### config.mk
export PLATFORM = sky130hd
export DESIGN_NAME = linear_probe_hash_table_top
export DESIGN_NICKNAME = d
export VERILOG_FILES = /design/src/hdl/lph_pkg.sv /design/src/hdl/lph_ctrl.sv /design/src/hdl/lph_dp.sv /design/src/hdl/linear_probe_hash_table_top.sv
export SDC_FILE = /design/constraint.sdc
export NUM_CORES = 1
export LEC_CHECK = 0
export BUFFER_PORTS_ARGS = -buffer_cell sky130_fd_sc_hd__buf_4
export CELL_PAD_IN_SITES_DETAIL_PLACEMENT = 2
export CELL_PAD_IN_SITES_GLOBAL_PLACEMENT = 2
export CORE_UTILIZATION = 40
export DETAILED_ROUTE_END_ITERATION = 7
export GPL_ROUTABILITY_DRIVEN = 0
export PLACE_DENSITY = 0.64
export SLEW_MARGIN = 10
export SYNTH_ARGS = -nofsm -noshare
export SYNTH_HDL_FRONTEND = slang
export SYNTH_SLANG_ARGS = --single-unit
### constraint.sdc
create_clock -name clk -period 4.61 [get_ports clk]
set_clock_uncertainty 0.1 [all_clocks]
set_input_delay 0.461 -clock clk [delete_from_list [all_inputs] [get_ports clk]]
set_output_delay 0.461 -clock clk [all_outputs]
set_load 0.1 [all_outputs]
### src/hdl/lph_pkg.sv
// Shared types and constants for the linear probe hash table.
// No dependencies; used by every module of the block.
package lph_pkg;

    localparam int TABLE_SIZE_DEF = 16;

    localparam int KEY_W       = 32;
    localparam int KIND_W      = 2;
    localparam int STATUS_W    = 2;
    localparam int SLOT_W      = 4;
    localparam int OUT_TDATA_W = 8;

    localparam logic [KIND_W-1:0] KIND_INSERT = 2'd0;
    localparam logic [KIND_W-1:0] KIND_SEARCH = 2'd1;
    localparam logic [KIND_W-1:0] KIND_DELETE = 2'd2;

    localparam logic [STATUS_W-1:0] STATUS_DONE      = 2'd0;
    localparam logic [STATUS_W-1:0] STATUS_NOT_FOUND = 2'd1;
    localparam logic [STATUS_W-1:0] STATUS_FULL      = 2'd2;
    localparam logic [STATUS_W-1:0] STATUS_UNUSED    = 2'd3;

    localparam logic [1:0] SLOT_EMPTY   = 2'd0;
    localparam logic [1:0] SLOT_USED    = 2'd1;
    localparam logic [1:0] SLOT_DELETED = 2'd2;

    typedef enum logic [1:0] {
        CTL_IDLE,
        CTL_MOD,
        CTL_PROBE,
        CTL_DONE
    } ctl_state_t;

    typedef struct packed {
        logic load;
        logic mod_step;
        logic probe;
        logic out_load;
    } dp_cmd_t;

    typedef struct packed {
        logic mod_last;
        logic probe_done;
        logic out_busy;
    } dp_sts_t;

endpackage

### src/hdl/lph_ctrl.sv
// Controller state machine: sequences home-slot reduction, probing and result hand-off.
// Depends on lph_pkg.
module lph_ctrl (
    input  logic              clk,
    input  logic              rst_n,
    input  logic              s_tvalid,
    output logic              s_tready,
    output lph_pkg::dp_cmd_t  cmd,
    input  lph_pkg::dp_sts_t  sts
);

    lph_pkg::ctl_state_t state_reg;
    lph_pkg::ctl_state_t state_next;

    always_ff @(posedge clk or negedge rst_n)
    begin
        if (!rst_n)
        begin
            state_reg <= lph_pkg::CTL_IDLE;
        end
        else
        begin
            state_reg <= state_next;
        end
    end

    always_comb
    begin
        state_next = state_reg;
        case (state_reg)
            lph_pkg::CTL_IDLE:
            begin
                if (s_tvalid)
                begin
                    state_next = lph_pkg::CTL_MOD;
                end
            end
            lph_pkg::CTL_MOD:
            begin
                if (sts.mod_last)
                begin
                    state_next = lph_pkg::CTL_PROBE;
                end
            end
            lph_pkg::CTL_PROBE:
            begin
                if (sts.probe_done)
                begin
                    state_next = lph_pkg::CTL_DONE;
                end
            end
            lph_pkg::CTL_DONE:
            begin
                if (!sts.out_busy)
                begin
                    state_next = lph_pkg::CTL_IDLE;
                end
            end
            default:
            begin
                state_next = lph_pkg::CTL_IDLE;
            end
        endcase
    end

    always_comb
    begin
        s_tready     = 1'b0;
        cmd          = '0;
        case (state_reg)
            lph_pkg::CTL_IDLE:
            begin
                s_tready = 1'b1;
                cmd.load = s_tvalid;
            end
            lph_pkg::CTL_MOD:
            begin
                cmd.mod_step = 1'b1;
            end
            lph_pkg::CTL_PROBE:
            begin
                cmd.probe = 1'b1;
            end
            lph_pkg::CTL_DONE:
            begin
                cmd.out_load = !sts.out_busy;
            end
            default:
            begin
                s_tready = 1'b0;
            end
        endcase
    end

endmodule

### src/hdl/lph_dp.sv
// Datapath: byte-wise key reduction, slot memories, probe pipeline and output register.
// Depends on lph_pkg; driven by lph_ctrl.
module lph_dp #(
    parameter int TABLE_SIZE = lph_pkg::TABLE_SIZE_DEF
) (
    input  logic                                clk,
    input  logic                                rst_n,
    input  logic [lph_pkg::KEY_W-1:0]           in_key,
    input  logic [lph_pkg::KIND_W-1:0]          in_kind,
    input  lph_pkg::dp_cmd_t                    cmd,
    output lph_pkg::dp_sts_t                    sts,
    output logic                                m_tvalid,
    input  logic                                m_tready,
    output logic [lph_pkg::STATUS_W-1:0]        m_status,
    output logic [lph_pkg::SLOT_W-1:0]          m_slot
);

    localparam int IDX_W = (TABLE_SIZE > 1) ? $clog2(TABLE_SIZE) : 1;
    localparam int KEY_BYTES = lph_pkg::KEY_W / 8;
    localparam int CNT_W = $clog2(KEY_BYTES);
    localparam logic [IDX_W:0]   TS_V      = (IDX_W+1)'(TABLE_SIZE);
    localparam logic [IDX_W:0]   TS_M1     = (IDX_W+1)'(TABLE_SIZE - 1);
    localparam logic [IDX_W-1:0] LAST_POS  = IDX_W'(TABLE_SIZE - 1);
    localparam logic [CNT_W-1:0] BYTE_LAST = CNT_W'(KEY_BYTES - 1);

    logic [lph_pkg::KEY_W-1:0]    key_reg;
    logic [lph_pkg::KEY_W-1:0]    key_sh_reg;
    logic [lph_pkg::KIND_W-1:0]   kind_reg;
    logic [CNT_W-1:0]             byte_cnt_reg;
    logic [IDX_W-1:0]             rem_reg;
    logic [IDX_W:0]               rem_sum;
    logic [IDX_W-1:0]             rem_next;
    logic [IDX_W-1:0]             byte_mod_tbl [256];
    logic [IDX_W-1:0]             shl_mod_tbl [1 << IDX_W];

    logic [IDX_W-1:0]             pos_reg;
    logic [IDX_W:0]               issue_cnt_reg;
    logic                         issue;
    logic                         pend_valid_reg;
    logic                         pend_last_reg;
    logic [IDX_W-1:0]             pend_pos_reg;

    logic [lph_pkg::KEY_W-1:0]    key_mem [TABLE_SIZE];
    logic [1:0]                   state_mem [TABLE_SIZE];
    logic [TABLE_SIZE-1:0]        vld_reg;

    logic [lph_pkg::KEY_W-1:0]    rd_key_reg;
    logic [1:0]                   rd_state_reg;
    logic                         rd_vld_reg;
    logic [1:0]                   eff_state;

    logic                         is_ins;
    logic                         is_del;
    logic                         is_find;
    logic                         hit;
    logic                         finish;

    logic [lph_pkg::STATUS_W-1:0] res_status_reg;
    logic [lph_pkg::SLOT_W-1:0]   res_slot_reg;
    logic [lph_pkg::SLOT_W-1:0]   slot_low;
    logic                         m_valid_reg;
    logic [lph_pkg::STATUS_W-1:0] m_status_reg;
    logic [lph_pkg::SLOT_W-1:0]   m_slot_reg;

    // constant tables: byte mod TABLE_SIZE and (r * 256) mod TABLE_SIZE
    generate
        for (genvar g = 0; g < 256; g++)
        begin : g_byte_mod
            assign byte_mod_tbl[g] = IDX_W'(g % TABLE_SIZE);
        end
        for (genvar g = 0; g < (1 << IDX_W); g++)
        begin : g_shl_mod
            assign shl_mod_tbl[g] = IDX_W'((g * 256) % TABLE_SIZE);
        end
    endgenerate

    // key mod TABLE_SIZE, one key byte per cycle, MSB first
    assign rem_sum  = {1'b0, shl_mod_tbl[rem_reg]} +
                      {1'b0, byte_mod_tbl[key_sh_reg[lph_pkg::KEY_W-1 -: 8]]};
    assign rem_next = (rem_sum >= TS_V) ? IDX_W'(rem_sum - TS_V) : IDX_W'(rem_sum);

    assign is_ins  = (kind_reg == lph_pkg::KIND_INSERT);
    assign is_del  = (kind_reg == lph_pkg::KIND_DELETE);
    assign is_find = (kind_reg == lph_pkg::KIND_SEARCH) || is_del;

    assign issue     = cmd.probe && (issue_cnt_reg != TS_V);
    assign eff_state = rd_vld_reg ? rd_state_reg : lph_pkg::SLOT_EMPTY;
    assign hit       = (is_ins && (eff_state == lph_pkg::SLOT_EMPTY)) ||
                       (is_find && (eff_state == lph_pkg::SLOT_USED) && (rd_key_reg == key_reg));
    assign finish    = cmd.probe && pend_valid_reg && (hit || pend_last_reg);

    generate
        if (IDX_W >= lph_pkg::SLOT_W)
        begin : g_slot_trunc
            assign slot_low = pend_pos_reg[lph_pkg::SLOT_W-1:0];
        end
        else
        begin : g_slot_ext
            assign slot_low = {{(lph_pkg::SLOT_W-IDX_W){1'b0}}, pend_pos_reg};
        end
    endgenerate

    always_ff @(posedge clk)
    begin
        if (cmd.load)
        begin
            key_reg    <= in_key;
            key_sh_reg <= in_key;
            kind_reg   <= in_kind;
        end
        else if (cmd.mod_step)
        begin
            key_sh_reg <= {key_sh_reg[lph_pkg::KEY_W-9:0], 8'h00};
        end
    end

    always_ff @(posedge clk or negedge rst_n)
    begin
        if (!rst_n)
        begin
            byte_cnt_reg   <= '0;
            rem_reg        <= '0;
            pos_reg        <= '0;
            issue_cnt_reg  <= '0;
            pend_valid_reg <= 1'b0;
            pend_last_reg  <= 1'b0;
        end
        else if (cmd.load)
        begin
            byte_cnt_reg   <= '0;
            rem_reg        <= '0;
            issue_cnt_reg  <= '0;
            pend_valid_reg <= 1'b0;
        end
        else if (cmd.mod_step)
        begin
            byte_cnt_reg <= byte_cnt_reg + 1'b1;
            rem_reg      <= rem_next;
            if (byte_cnt_reg == BYTE_LAST)
            begin
                pos_reg <= rem_next;
            end
        end
        else if (cmd.probe)
        begin
            pend_valid_reg <= issue && !finish;
            pend_last_reg  <= (issue_cnt_reg == TS_M1);
            if (issue)
            begin
                issue_cnt_reg <= issue_cnt_reg + 1'b1;
                pos_reg       <= (pos_reg == LAST_POS) ? '0 : pos_reg + 1'b1;
            end
        end
    end

    always_ff @(posedge clk)
    begin
        if (issue)
        begin
            pend_pos_reg <= pos_reg;
            rd_key_reg   <= key_mem[pos_reg];
            rd_state_reg <= state_mem[pos_reg];
            rd_vld_reg   <= vld_reg[pos_reg];
        end
    end

    always_ff @(posedge clk)
    begin
        if (finish && hit && is_ins)
        begin
            key_mem[pend_pos_reg] <= key_reg;
        end
    end

    always_ff @(posedge clk)
    begin
        if (finish && hit && is_ins)
        begin
            state_mem[pend_pos_reg] <= lph_pkg::SLOT_USED;
        end
        else if (finish && hit && is_del)
        begin
            state_mem[pend_pos_reg] <= lph_pkg::SLOT_DELETED;
        end
    end

    always_ff @(posedge clk or negedge rst_n)
    begin
        if (!rst_n)
        begin
            vld_reg <= '0;
        end
        else if (finish && hit && is_ins)
        begin
            vld_reg[pend_pos_reg] <= 1'b1;
        end
    end

    always_ff @(posedge clk)
    begin
        if (finish)
        begin
            if (hit)
            begin
                res_status_reg <= lph_pkg::STATUS_DONE;
                res_slot_reg   <= slot_low;
            end
            else
            begin
                res_status_reg <= is_ins ? lph_pkg::STATUS_FULL : lph_pkg::STATUS_NOT_FOUND;
                res_slot_reg   <= '0;
            end
        end
    end

    always_ff @(posedge clk or negedge rst_n)
    begin
        if (!rst_n)
        begin
            m_valid_reg <= 1'b0;
        end
        else if (cmd.out_load)
        begin
            m_valid_reg <= 1'b1;
        end
        else if (m_tready)
        begin
            m_valid_reg <= 1'b0;
        end
    end

    always_ff @(posedge clk)
    begin
        if (cmd.out_load)
        begin
            m_status_reg <= res_status_reg;
            m_slot_reg   <= res_slot_reg;
        end
    end

    assign sts.mod_last   = cmd.mod_step && (byte_cnt_reg == BYTE_LAST);
    assign sts.probe_done = finish;
    assign sts.out_busy   = m_valid_reg && !m_tready;

    assign m_tvalid = m_valid_reg;
    assign m_status = m_status_reg;
    assign m_slot   = m_slot_reg;

endmodule

### src/hdl/linear_probe_hash_table_top.sv
// Top level of the linear probe hash table: controller plus datapath.
// Depends on lph_pkg, lph_ctrl and lph_dp.
//
// Open-addressed hash table of TABLE_SIZE slots with linear probing. Each input item
// is an insert, search or delete of a 32-bit key and gives one result item. One item
// is in work at a time: a new item is accepted only once the last result is in the
// output register. The key is reduced to its home slot one byte per cycle, then one
// slot memory read per cycle walks the probe over 1 to TABLE_SIZE slots. A result
// waits in the output register; a later item stalls only at its own hand-off if that
// result is still untaken. Slot states come out of reset empty through per-slot
// valid bits, so no clearing pass is needed.
module linear_probe_hash_table_top #(
    parameter int TABLE_SIZE = lph_pkg::TABLE_SIZE_DEF
) (
    input  logic                               clk,
    input  logic                               rst_n,
    input  logic                               s_tvalid,
    output logic                               s_tready,
    input  logic [lph_pkg::KEY_W-1:0]          s_tdata,   // [31:0] key
    input  logic [lph_pkg::KIND_W-1:0]         s_tuser,   // [1:0] kind
    output logic                               m_tvalid,
    input  logic                               m_tready,
    output logic [lph_pkg::OUT_TDATA_W-1:0]    m_tdata,   // [3:0] slot, [7:4] zero
    output logic [lph_pkg::STATUS_W-1:0]       m_tuser    // [1:0] status
);

    lph_pkg::dp_cmd_t               cmd;
    lph_pkg::dp_sts_t               sts;
    logic [lph_pkg::SLOT_W-1:0]     slot;

    lph_ctrl u_ctrl (
        .clk      (clk),
        .rst_n    (rst_n),
        .s_tvalid (s_tvalid),
        .s_tready (s_tready),
        .cmd      (cmd),
        .sts      (sts)
    );

    lph_dp #(
        .TABLE_SIZE (TABLE_SIZE)
    ) u_dp (
        .clk      (clk),
        .rst_n    (rst_n),
        .in_key   (s_tdata),
        .in_kind  (s_tuser),
        .cmd      (cmd),
        .sts      (sts),
        .m_tvalid (m_tvalid),
        .m_tready (m_tready),
        .m_status (m_tuser),
        .m_slot   (slot)
    );

    assign m_tdata = {{(lph_pkg::OUT_TDATA_W-lph_pkg::SLOT_W){1'b0}}, slot};

endmodule

==> Word-level counts from Yosys, hierarchy flattened <==
Memories as Yosys holds them, arrays and structs flattened. A register that Yosys moved wholly into a read port is not among the register bits.
Cells that the tools add are included.
{ "totals": {"regBits": 119, "latchBits": 0, "word_cells": 136, "inputBits": 38, "mem_bits_ro": 1088, "output_inout_bits": 12, "n_memories": 4, "ramBits": 544} }
{ "memory_table": {"columns": ["name", "depth", "width", "read_ports", "rd_clocked_by_memory_dff", "wr", "line_no", "text"], "rows": [
  ["(name not given)", 256, 4, 1, 0, 0, "lph_dp.sv:79", "{1'b0, byte_mod_tbl[key_sh_reg[lph_pkg::KEY_W-1 -: 8]]};"],
  ["u_dp.key_mem", 16, 32, 1, 1, 1, "lph_dp.sv:43", "logic [lph_pkg::KEY_W-1:0] key_mem [TABLE_SIZE];"],
  ["(name not given)", 16, 4, 1, 0, 0, "lph_dp.sv:78", "assign rem_sum = {1'b0, shl_mod_tbl[rem_reg]} +"],
  ["u_dp.state_mem", 16, 2, 1, 1, 1, "lph_dp.sv:44", "logic [1:0] state_mem [TABLE_SIZE];"]
]} }
{ "classes": {"bitwise_logic": 6, "reduce_logical": 33, "eq_ne": 17, "addsub": 5, "div_mod_pow": 0, "shift": 0, "multipliers": 0, "n_lt_le_gt_ge": 6, "muxes": 47} }
{ "op_table": {"columns": ["operator", "count"], "rows": [
  ["32-bit 2-to-1 mux", 2],
  ["4-bit 2-to-1 mux", 12],
  ["32-bit == test", 1],
  ["5-bit 2-to-1 mux", 4],
  ["2-bit 2-to-1 mux", 9],
  ["1-bit 2-to-1 mux", 17],
  ["16-bit OR", 1],
  ["1-bit logical AND", 13],
  ["2-bit nonzero test", 6],
  ["5-bit greater-or-equal comparator, second input constant", 2],
  ["4-bit by 5-bit < comparator with 1-bit output, second input constant", 2],
  ["2-bit != test, second input constant", 5],
  ["9-bit greater-or-equal comparator, second input constant", 1],
  ["8-bit inverter with 9-bit output", 1],
  ["2-bit == test, second input constant", 4],
  ["2-bit one-hot mux with 4 select lines", 1],
  ["4-bit AND reduction", 2],
  ["2-bit by 1-bit == test with 1-bit output, second input constant", 3],
  ["2-bit logical NOT", 3],
  ["3-bit AND reduction", 2],
  ["4-bit by 4-bit adder with 5-bit output", 1],
  ["5-bit by 1-bit adder with 5-bit output, second input constant", 1],
  ["5-bit by 4-bit == test with 1-bit output, second input constant", 1],
  ["5-bit != test, second input constant", 1],
  ["14 further kinds", 19]
]} }

==> Depth between registers and ports, before layout <==
{ "logic_depth": {"depth_word": 13, "ltp_mapped": 9, "depth_no_buf": 8} }

==> By module <==
A second synthesis with hierarchy kept.
{ "unflattened": {"cells_unflattened": 1166, "area_unflattened_um2": 26162.6} }
{ "by_module_without_submodules": {"columns": ["module", "n_inst", "area_per_inst_um2", "seq_area_each_um2", "cells_per_inst"], "rows": [
  ["lph_dp", 1, 25927.4, 20119.3, 1143],
  ["lph_ctrl", 1, 201.4, 50.0, 18],
  ["linear_probe_hash_table_top", 1, 33.8, 0.0, 5]
]} }

==> Worst setup path after synthesis <==
OpenSTA, ideal clock, no wires.
{ "synth_timing": {"path_kind": "flip-flop to flip-flop", "start": "register u_dp.key_reg[28] (netlist name)", "end": "memory u_dp.key_mem[10][0] (netlist name) (enable)", "synth_period_minus_slack_ns": 3.757, "setup_time_ns": 0.421, "stages_incl_launch_ff": 8, "required_ns": 4.089, "slack_ns": 0.853, "n_path_buf": 1, "arrival_ns": 3.236, "path_cell_list": "edfxtp_1 > xor2_1 > nor4_1 > nand4_1 > o31ai_4 > clkbuf_8 > nand3_4 > nor2_1"} }
{ "synth_between": {"elab_chain_len": 9} }
{ "synth_rtl": {"columns": ["item", "line_no", "text"], "rows": [
  ["start: declaration", "lph_dp.sv:26", "logic [lph_pkg::KEY_W-1:0] key_reg;"],
  ["start signal: assignment", "lph_dp.sv:107", "key_reg <= in_key;"],
  ["32-bit == test *", "lph_dp.sv:89", "(is_find && (eff_state == lph_pkg::SLOT_USED) && (rd_key_reg == key_reg));"],
  ["1-bit logical AND *", "lph_dp.sv:89", null],
  ["1-bit logical OR *", "lph_dp.sv:88", "assign hit = (is_ins && (eff_state == lph_pkg::SLOT_EMPTY)) ||"],
  ["1-bit logical OR", "lph_dp.sv:90", "assign finish = cmd.probe && pend_valid_reg && (hit || pend_last_reg);"],
  ["1-bit logical AND", "lph_dp.sv:90", null],
  ["1-bit logical AND * (2 in series)", "lph_dp.sv:169", "if (finish && hit && is_ins)"],
  ["1-bit 2-to-1 mux *", "lph_dp.sv:169", null],
  ["1-bit 2-to-1 mux (not written as such) *", "lph_dp.sv:171", "key_mem[pend_pos_reg] <= key_reg;"],
  ["end: declaration", "lph_dp.sv:43", null]
]} }
Mark *: on every way between the ends. The rest lies on a longest branch, timed or not.

==> Final worst setup path <==
{ "layout_timing": {"start": "register u_dp.key_reg[3] (netlist name)", "end": "memory u_dp.key_mem[12][28] (netlist name) (enable)"} }
The elaborated chain is that of the path after synthesis.

==> results.json <==
{
  "relSlewSlack": 0.254,
  "critical_path_arrival_ns": 4.13,
  "wirelength_um": 74400,
  "final_cells": 2492,
  "dieArea_um2": 66900,
  "io_buffers": 45,
  "critPathKind": "reg -> reg",
  "diodes": 0,
  "timing.rr.end": "u_dp.key_mem[12][28]",
  "ir_worst_vdd_v": 0.000292,
  "place_inst": 2332,
  "syn_area_um2": 26300,
  "clk_latency_ns": 0.61,
  "required_ns": 4.77,
  "grt_pass1_wl_um": 109000,
  "finalCriticalPeriod_ns": 3.97,
  "ys_ff_latch": 677,
  "dr.pass1.iters": 5,
  "layout.nets": 1634,
  "fp.coreArea_um2": 64800,
  "clkSinkCount": 677,
  "grt_max_degree": 46,
  "regMostFlops": "u_dp.key_mem",
  "postSynthCellCount": 1434,
  "r2r.worst_path.cells": 9,
  "min_to": "u_dp.key_reg[9]",
  "rows": 93,
  "synthArstFlopShare": 0.0473,
  "fmax_mhz": 252,
  "min_path_cells": 1,
  "cts-root-buf": "clkbuf_16",
  "worst_slew_pin_slew_ns": 1.12,
  "drtAntennaViolNets": 0,
  "leakagePower_nw": 10.3,
  "area_growth_pct": 16.9,
  "outcome": "completed",
  "setup-tns-final_ns": 0,
  "synth_enable_flop_cells": 645,
  "fillers": 5785,
  "drc_errors": 0,
  "numCtsBuffers": 74,
  "grt_usage": 0.227,
  "p_per_area_nw_per_um2": 589,
  "maxSlewViolCount": 0,
  "pin_count": 50,
  "wl_per_cell_um": 29.8,
  "post-route-period-util": 0.862,
  "hold_class": "in -> reg",
  "cts_setup_buffers": 0,
  "clkTransAtPathRegs_ns": 0.06,
  "cp_max_fo": 17,
  "via_per_inst": 5.66,
  "vias": 14100,
  "yosysUniqueCellTypes": 50,
  "syn_avg_cell_area_um2": 18.4,
  "cts_tree": "built",
  "drv_cap": 0,
  "critPathLaunchType": "flop",
  "hp-start": "s_tdata[9]",
  "die_w_um": 259,
  "grt_pass1_vias": 15600,
  "drive_above_1_share": 0.203,
  "antenna_found_initial": 3,
  "grt_overflow": 0,
  "rsz0062_at_grt": "false",
  "place_hpwl_um": 45200,
  "reg2reg_slack_ns": 0.64,
  "h-tree-depth": 3,
  "cts_buffer_depth": 3,
  "hold_viol": 0,
  "end_kind": "flop",
  "drtIter0Drc": 1013,
  "timing.rr.start": "u_dp.key_reg[3]",
  "setup_violations": 0,
  "yosysWarnings": 0,
  "yosys_most_used_dff": "edfxtp_1",
  "synth-seq-area-share": 0.766,
  "die_h_um": 259,
  "fin_util": 0.475,
  "initial_core_util": 0.406,
  "largest_reg_flops": 512
}
==> Yosys cell counts (3+ instances only) <==
| master | n | area (um2) |
|---|---|---|
| a21oi_1 | 41 | 205 |
| a221oi_1 | 36 | 315 |
| a22oi_1 | 36 | 270 |
| and2_1 | 7 | 43.8 |
| and3_1 | 5 | 31.3 |
| buf_1 | 4 | 15.0 |
| buf_2 | 23 | 115 |
| buf_4 | 6 | 45.0 |
| clkbuf_1 | 38 | 143 |
| dfrtp_1 | 32 | 801 |
| edfxtp_1 | 645 | 19400 |
| ha_1 | 11 | 138 |
| inv_1 | 14 | 52.6 |
| mux2_2 | 27 | 304 |
| mux2i_1 | 117 | 1170 |
| mux4_2 | 70 | 1580 |
| nand2_1 | 103 | 387 |
| nand3_1 | 6 | 30.0 |
| nand4_1 | 4 | 25.0 |
| nor2_1 | 43 | 161 |
| nor2b_1 | 4 | 25.0 |
| nor4_1 | 7 | 43.8 |
| o21ai_0 | 76 | 380 |
| o21bai_1 | 16 | 120 |
| o31ai_1 | 3 | 22.5 |
| xnor2_1 | 4 | 35.0 |
| xor2_1 | 29 | 254 |
==> cell families after synthesis <==
kind of cell,count (synthesis),share of synthesized area
and+or+nand+nor,192,0.0334
adders and majority gates,11,0.00523
muxes,214,0.116
AOI/OAI and AO/OA,218,0.0536
xor gates and xnor gates,33,0.0110
DFF,677,0.766
other,1,0.000142
buffers and inverters,88,0.0149
==> cell type report <==
type	count	area [um2]	share of cell area
Tap cell	855	1070	0.0347
Inverter	15	56.3	0.00183
Clock inverter	35	245	0.00796
Timing Repair Buffer	145	1370	0.0444
Sequential cell	677	20200	0.655
Clock buffer	93	1970	0.0638
Multi-Input combinational cell	672	5920	0.192
==> power by group <==
group / total (mW) / switching [mW] / internal (mW)
sequential: 8.03 / 0.532 / 7.49
clock: 5.56 / 2.39 / 3.17
combinational: 4.55 / 2.85 / 1.69
total: 18.1 / 5.78 / 12.4
==> metal layers <==
layer | track usage | vias to the layer above | share of wire
li1 | - | 6008 | -
met4 | 0.0630 | 0 | 0.025
met5 | 0 | - | 0
met2 | 0.377 | 360 | 0.49
met3 | 0.0373 | 118 | 0.046
met1 | 0.309 | 7608 | 0.44
==> worst max-delay path by stage <==
| stage | start | to | slack [ns] |
|---|---|---|---|
| floorplan | u_dp.key_reg[28] | u_dp.key_mem[10][0] | 0.85 |
| global placement | u_dp.key_reg[13] | u_dp.key_mem[12][22] | 0.73 |
| detailed placement | u_dp.key_reg[14] | u_dp.key_mem[0][22] | 0.55 |
| CTS | u_dp.key_reg[14] | u_dp.key_mem[0][8] | 0.55 |
| global route | u_dp.key_reg[14] | u_dp.key_mem[0][8] | 0.45 |
| finish | u_dp.key_reg[3] | u_dp.key_mem[12][28] | 0.64 |
==> critical path, stage by stage (launching register included) <==
cell      delay [ns]
edfxtp_1        0.67
xor2_1          0.27
nor4_1          0.66
nand4_1         0.36
o31ai_4         0.44
buf_4           0.27
nand3_1         0.10
buf_4           0.23
nor2_4          0.11
buf_4           0.38
==> per-stage QoR <==
step           setup slack (ns)  area [um2]  hold WS, ns  power, mW
3_5_place_dp              0.550       28300        0.315       12.7
5_1_grt                   0.454       30800      0.00972       18.8
4_1_cts                   0.549       30800      0.00655       18.4
2_1_floorplan             0.853       26300       0.0654       10.9
6_report                  0.638       30800       0.0444       18.1
3_3_place_gp              0.731       28300        0.312       12.5
==> repair_timing <==
action / in CTS / in global routing
hold buffers: 32 / 0
resized for setup: 0 / 0
hold endpoints to repair: 63 / 0
==> cell usage in the layout, fill, tap and decap left out, types with 5 or more instances in the layout <==
cell,count
clkbuf_1,17
nand3_1,6
and3_1,5
clkinv_2,10
o21bai_1,16
and2_1,6
nor2_1,27
buf_4,97
dlygate4sd3_1,32
dfrtp_1,28
a221oi_1,36
buf_12,16
edfxtp_1,645
mux2i_1,117
xor2_1,29
clkinv_1,19
inv_1,13
o21ai_0,76
ha_1,11
mux2_2,27
nor2_4,16
clkbuf_16,76
nor4_1,7
a22oi_1,36
a21oi_1,41
nand2_1,103
mux4_2,70
(Power assumes the default switching activity.)
